[src/rtl/assert_macros.svh]
// Assertion macros shared by the RTL.
// Depends on nothing; define NO_ASSERTIONS to compile them out.
`ifndef ASSERT_MACROS_SVH
`define ASSERT_MACROS_SVH
`ifndef NO_ASSERTIONS
`define LVD_ASSERT(lbl, clk, rst_n, prop, msg) \
    lbl: assert property (@(posedge clk) disable iff (!rst_n) prop) else $error(msg);
`define LVD_ASSERT_ALWAYS(lbl, clk, prop, msg) \
    lbl: assert property (@(posedge clk) prop) else $error(msg);
`else
`define LVD_ASSERT(lbl, clk, rst_n, prop, msg)
`define LVD_ASSERT_ALWAYS(lbl, clk, prop, msg)
`endif
`endif

[src/rtl/lvd_pkg.sv]
// Package for the log-domain Viterbi path decoder: types, codes, saturation.
// Used by lvd_score_unit and log_viterbi_path_decoder.
`timescale 1ns / 1ps
package lvd_pkg;
    localparam int MAX_STATES    = 4;
    localparam int STATE_BITS    = 2;
    localparam int SCORE_BITS    = 24;
    localparam int DEF_MAX_STEPS = 2048;
    localparam int BP_BITS       = MAX_STATES * STATE_BITS;

    localparam logic [1:0] ACT_COST = 2'd0;
    localparam logic [1:0] ACT_STEP = 2'd1;
    localparam logic [1:0] ACT_READ = 2'd2;

    typedef logic signed [SCORE_BITS-1:0] t_score;

    typedef struct packed {
        logic                  load_lkl;
        logic                  acs_init;
        logic                  acs_step;
        logic                  add_lkl;
        logic                  take_max;
        logic                  sub_max;
        logic [STATE_BITS-1:0] p;
        logic [2:0]            n;
    } t_score_ctl;

    function automatic t_score sat_add(input t_score a, input t_score b, input logic sub);
        logic [SCORE_BITS:0] s;
        s = sub ? ({a[SCORE_BITS-1], a} - {b[SCORE_BITS-1], b})
                : ({a[SCORE_BITS-1], a} + {b[SCORE_BITS-1], b});
        if (s[SCORE_BITS] != s[SCORE_BITS-1]) begin
            return s[SCORE_BITS] ? {1'b1, {(SCORE_BITS-1){1'b0}}}
                                 : {1'b0, {(SCORE_BITS-1){1'b1}}};
        end
        return t_score'(s[SCORE_BITS-1:0]);
    endfunction
endpackage

[src/rtl/lvd_score_unit.sv]
// Score lanes: cost table, state scores, add-compare-select per previous state.
// Depends on lvd_pkg.
`timescale 1ns / 1ps
module lvd_score_unit import lvd_pkg::*; (
    input  logic                  i_clk,
    input  logic                  i_rst_n,
    input  t_score_ctl            i_ctl,
    input  logic                  i_cost_we,
    input  logic [STATE_BITS-1:0] i_cost_from,
    input  logic [STATE_BITS-1:0] i_cost_to,
    input  t_score                i_cost_value,
    input  t_score                i_lkl [MAX_STATES],
    output logic [BP_BITS-1:0]    o_bp,
    output logic [STATE_BITS-1:0] o_best
);
    t_score                r_cost  [MAX_STATES][MAX_STATES];
    t_score                r_score [MAX_STATES];
    t_score                r_nw    [MAX_STATES];
    logic [STATE_BITS-1:0] r_bp    [MAX_STATES];
    t_score                r_mx;
    t_score                cand    [MAX_STATES];
    t_score                mx_c;
    t_score                best_s;

    always_comb begin
        for (int i = 0; i < MAX_STATES; i++) begin
            cand[i] = sat_add(r_score[i_ctl.p], r_cost[i_ctl.p][i], 1'b0);
            o_bp[i*STATE_BITS +: STATE_BITS] = r_bp[i];
        end
    end

    always_comb begin
        mx_c   = r_nw[0];
        best_s = r_score[0];
        o_best = '0;
        for (int i = 1; i < MAX_STATES; i++) begin
            if (3'(i) < i_ctl.n && r_nw[i] > mx_c) mx_c = r_nw[i];
            if (3'(i) < i_ctl.n && r_score[i] > best_s) begin
                best_s = r_score[i];
                o_best = STATE_BITS'(i);
            end
        end
    end

    always_ff @(posedge i_clk) begin
        if (!i_rst_n) begin
            for (int f = 0; f < MAX_STATES; f++) begin
                r_score[f] <= '0;
                for (int t = 0; t < MAX_STATES; t++) r_cost[f][t] <= '0;
            end
        end else begin
            if (i_cost_we) r_cost[i_cost_from][i_cost_to] <= i_cost_value;
            for (int i = 0; i < MAX_STATES; i++) begin
                if (3'(i) < i_ctl.n) begin
                    if (i_ctl.load_lkl) r_score[i] <= i_lkl[i];
                    if (i_ctl.sub_max) r_score[i] <= sat_add(r_nw[i], r_mx, 1'b1);
                end
            end
        end
    end

    always_ff @(posedge i_clk) begin
        if (i_ctl.take_max) r_mx <= mx_c;
        for (int i = 0; i < MAX_STATES; i++) begin
            if (i_ctl.acs_init) begin
                r_nw[i] <= r_score[i];
                r_bp[i] <= STATE_BITS'(i);
            end else if (3'(i) < i_ctl.n) begin
                if (i_ctl.acs_step && cand[i] > r_nw[i]) begin
                    r_nw[i] <= cand[i];
                    r_bp[i] <= i_ctl.p;
                end
                if (i_ctl.add_lkl) r_nw[i] <= sat_add(r_nw[i], i_lkl[i], 1'b0);
            end
        end
    end
endmodule

[config.mk]
export PLATFORM = sky130hd
export DESIGN_NAME = lvd_score_unit
export DESIGN_NICKNAME = d
export VERILOG_FILES = /design/src/rtl/assert_macros.svh /design/src/rtl/lvd_pkg.sv /design/src/rtl/lvd_score_unit.sv
export SDC_FILE = /design/constraint.sdc
export NUM_CORES = 2
export LEC_CHECK = 0
export BUFFER_PORTS_ARGS = -buffer_cell sky130_fd_sc_hd__buf_2
export CAP_MARGIN = 40
export CORE_MARGIN = 4
export CORE_UTILIZATION = 40
export DETAILED_ROUTE_END_ITERATION = 8
export PLACE_DENSITY = 0.68
export SETUP_SLACK_MARGIN = 0.15
export SYNTH_ARGS = -nofsm -noshare
export SYNTH_HDL_FRONTEND = slang
export SYNTH_SLANG_ARGS = --single-unit
[constraint.sdc]
create_clock -name i_clk -period 8.9 [get_ports i_clk]
set_input_delay 1.78 -clock i_clk [delete_from_list [all_inputs] [get_ports i_clk]]
set_output_delay 1.78 -clock i_clk [all_outputs]
set_load 0.01 [all_outputs]
* Word level (Yosys, flattened, before mapping)
Memories as Yosys holds them, arrays and structs flattened.
Index checks and enable logic that the tools add are counted.
W data, S select, Z words.
** Operators by class
- $add $sub $neg :: 12
- Magnitude comparators :: 16
- Eq/ne operators :: 12
- Muxes and demuxes :: 190
- Bitwise operators :: 21
- Reduce and logical (&&, ||, !) cells :: 12
** Operators by type and width (count)
- $mux W24 :: 82
- $mux W96 :: 3
- $gt A24 B24 Y1 :: 10
- $add A24 B24 Y25 :: 8
- $sub A24 B24 Y25 :: 4
- $mux W1 :: 97
- $reduce_or A96 Y1 :: 1
- $demux W24 S2 :: 1
- $or A1 B1 Y1 :: 20
- $mux W2 :: 7
- $ne A1 B1 Y1 :: 12
- $logic_and A1 B1 Y1 :: 11
- $lt A1 B3 Y1 const A :: 2
- $lt A2 B3 Y1 const A :: 2
- $ge A3 B3 Y1 const B :: 1
- $lt A3 B1 Y1 const B :: 1
- $not A2 Y3 :: 1
** Storage, ports and cells
- Register bits after elaboration :: 24
- Bits in writable memories :: 584
- Bits of input ports :: 138
- Output and inout bits :: 10
- Memories :: 4
** Memories
- r_cost :: words 4, bits a word 96, rd ports 1, clocked after memory_dff 0, wr ports 4, line lvd_score_unit.sv:16 : t_score r_cost [MAX_STATES][MAX_STATES];
- r_nw :: words 4, bits a word 24, rd ports 4, clocked after memory_dff 0, wr ports 4, line lvd_score_unit.sv:18 : t_score r_nw [MAX_STATES];
- r_score :: words 4, bits a word 24, rd ports 5, clocked after memory_dff 0, wr ports 4, line lvd_score_unit.sv:17 : t_score r_score [MAX_STATES];
- r_bp :: words 4, bits a word 2, rd ports 4, clocked after memory_dff 0, wr ports 4, line lvd_score_unit.sv:19 : logic [STATE_BITS-1:0] r_bp [MAX_STATES];

* Depth between registers and ports, before layout
An unclocked memory read counts as a cell.
- Depth in word-level cells :: 13
- Gate-level depth with buffers :: 36

* Least setup slack after synthesis
No wires, ideal clock.
- Path kind :: input to register
- Start point :: input i_ctl[3] (netlist bit)
- End point :: memory r_nw[1][20] (netlist bit), data pin
- Setup time :: 0.282 ns
- Arrival :: 9.280 ns
- Data required time :: 8.618 ns
- Path slack :: -0.662 ns
- Stages :: 31
- Path buffers :: 6
- Path through :: clkbuf_1 -> buf_1 -> buf_1 -> mux4_2 -> ha_1 -> a21o_1 -> a21o_1 -> a211oi_1 -> nor2_1 -> a31o_2 -> o21ai_0 -> nand3_1 -> a31o_2 -> a21o_1 -> xor2_1 -> ha_1 -> clkbuf_1 -> nand2_1 -> clkbuf_1 -> o21ai_0 -> ha_1 -> nand4_1 -> nor4_1 -> nand4_1 -> a21oi_1 -> nor4_1 -> or4b_2 -> inv_1 -> buf_2 -> mux2i_1 -> o221ai_1
** RTL lines
- start: declaration :: line lvd_score_unit.sv:7 : input t_score_ctl i_ctl,
- end: declaration :: line lvd_score_unit.sv:18

==> results.md <==
- Synth top area share: 0.3692
- First-pass GRT wire length: 274300 um
- H-tree Lvls: 3
- Synth area leaders: edfxtp_1 (37%), ha_1 (14%), mux4_2 (5.5%), and2_1 (5.1%), a21o_1 (3.7%)
- Post-synth top area cell: edfxtp_1
- Total grt overflow: 0
- Post-Synthesis Cells: 4810
- Layout cells sized above 1: 0.1734
- Max Fclk: 0.1083 GHz
- Fill cells: 11333
- I/O pin cnt: 148
- DRC: 0
- Number of max-cap violations: 0
- Core area: 0.1224 mm2
- Prevailing post-synth register cell: edfxtp_1
- Rel. slew slack: 0.3067
- Yosys warns: 0
- Crit path DAT: 7.46 ns
- Clk slew on worst S/H paths: 0.06 ns
- Worst hold path class: reg -> reg
- Global-route usage over all layers: 0.2866
- Number of synthesized flops with an enable pin: 608
- Yosys reg bits: 608
- Crit Path Category: reg -> out
- Commonest non-fill, non-tap cells in the layout: edfxtp_1 (608), ha_1 (527), and2_1 (401), a21oi_1 (305), buf_4 (293)
- Final TNS setup: -0.6575 ns
- CTS tree: done
- DRT Pass-1 Iters: 7
- Clk sinks: 608
- CP Launch Type: register
- RSZ-0062 raised after global routing: true
- Async set-reset flop share out of synthesis: 0
- Pin count of the biggest net entering global routing: 63
- Avg Synthesized Cell Area: 10.28 um2
- Final setup violation count: 2
- Nets: 5866
- Final hold violations: 0
- Slew @ Worst Pin: 1.032 ns
- Final WS setup: -0.3363 ns
- PortBufs: 147
- Max-slew violations: 0
- Synth Cell Area: 0.04945 mm2
- Worst-Skew Late Latency: 0.69 ns
- Row cnt: 128
- CP peak stage delay: 0.50 ns
- Slowest cell on the critical path: edfxtp_1
- CP Capture Type: output pin
- Post-layout min period: 9.236 ns
- Crit share post-route: 1.038
- Pwr/cell area: 428.6 mW/mm2
- Net Count, Synth: 5496
- Failing checks: negative setup slack
- Die Y: 359.6 um
- Die width: 359.6 um
- DR vias: 42169
- Area Overhead vs Synth: 15.72%
- Netlist cell types: 98
- Num CTS Buffers: 69
- Detailed Route Iter0 Violations: 5171
- Routed len/inst: 28.10 um
- Crit path top cell by count: o21a_1
- Die area: 0.1293 mm2
- Most common cell after layout, fill and taps aside: edfxtp_1
- Sequential share of the synthesized area: 0.3692
- GPL Wtd Cong: 1.024
- Leakage: 24.28 nW
- WP data required: 7.12 ns
- Vias/cell: 6.145
- Post-DP HPWL: 153200 um
- Vias in the first global route: 39738
- Initial Utilization: 0.4042
- VDD IR max: 251.6 uV
- Hold_buf cts: 0
- CTS max path bufs: 3
- Initial antenna violation count: 11
- Final Routed Wirelength: 192800 um
- Clock root buffer: clkbuf_16
- Crit-path max FO: 6
- Util after Layout: 0.4677
- Run status: finished, violations left
- Post-route antenna net violation count: 0
- Layout Skew: 0.03547 ns
## state kept, by name (all words and copies together), names as in the netlist
signal / cells
r_nw: 96
r_score: 96
r_mx: 24
r_bp: 8
r_cost: 384
## synth_stat cells (all sizes together), types with 41 or more instances
cell and instances:
nor2 231, and2 402, ha 536, a211oi 44
nand3 64, nand2 261, mux2i 128, nor2b 59
xnor2 122, nor3 72, a21oi 322, nand4 62
xor2 95, a21o 245, buf 41, edfxtp 608
nand2b 75, mux4 120, inv 232, clkbuf 152
o21a 82, o211ai 49, o21ai 305
## metal layers
metal / part of all wire / track usage
met5: 0.000088 / 0
met4: 0.059 / 0.1446
met3: 0.10 / 0.05623
met2: 0.42 / 0.4258
met1: 0.42 / 0.3983
## final timing paths
path / cells after the start / end / slack (ns) / from
hold / removal: 3 / r_nw[2][2] / 0.78 / r_score[2][2]
setup / recovery: 35 / o_best[0] / -0.34 / r_score[0][17]
hold reg to reg: 3 / r_nw[2][2] / 0.78 / r_score[2][2]
setup reg to reg: 33 / r_mx[10] / 0.80 / r_nw[0][1]
## critical path: cells and delay by family, from the launching register on
kind,cells,cell delay (ns)
DFF,1,0.50
adders and majority gates,3,0.74
and+or+nand+nor,10,1.70
muxes,3,0.57
AOI/OAI and AO/OA,13,2.46
buffers and inverters,6,0.83
## power breakdown
part,internal [W],leakage (nW),total (W),switching (W)
Sequential,0.00391,5.99,0.00472,0.000808
Clock,0.00159,1.06,0.00285,0.00126
Combinational,0.00690,17.2,0.0170,0.0101
## cells by family (layout without fill, tap and decap cells)
group,Yosys count,count (layout),synth area share
AND/OR/NAND/NOR,1358,1358,0.1452
flip-flops,608,608,0.3692
multiplexers,283,283,0.08852
XOR/XNOR,217,217,0.03858
other,0,7,0
AO/OA/AOI/OAI,1362,1362,0.1833
adder cells (fa/ha/maj),555,555,0.1419
buffers and inverters,427,847,0.03332
## cell type report
class / count / area (um2) / area share
Clock buffer: 79 / 1764 / 0.03083
Sequential cell: 608 / 18260 / 0.3190
Multi-Input combinational cell: 3775 / 30020 / 0.5245
Timing Repair Buffer: 493 / 3850 / 0.06727
Inverter: 233 / 874.6 / 0.01528
Tap cell: 1625 / 2033 / 0.03553
Antenna cell: 7 / 17.52 / 0.0003061
Clock inverter: 42 / 416.7 / 0.007280
## metrics by stage
step                      instance area, um2  hold WS [ns]  cells  setup slack, ns  total power, W
after CTS                              57050        0.7849   6853          -0.2827         0.02402
after detailed placement               54610        0.7714   6719          -0.1052         0.02099
after global placement                 54190        0.7562   6693         -0.03279         0.02083
final                                  57230        0.7778   6862          -0.3363         0.02453
after global routing                   57220        0.8223   6858          -0.6147         0.02596
after floorplan                        49480        0.5591   4810           0.1602         0.01508
## timing repair
item,CTS,global route
setup buffers,13,2
setup endpoints to repair,2,8
pin swaps,33,21
gates resized for setup,40,24
No activity file was read; power rests on OpenSTA's default activity.
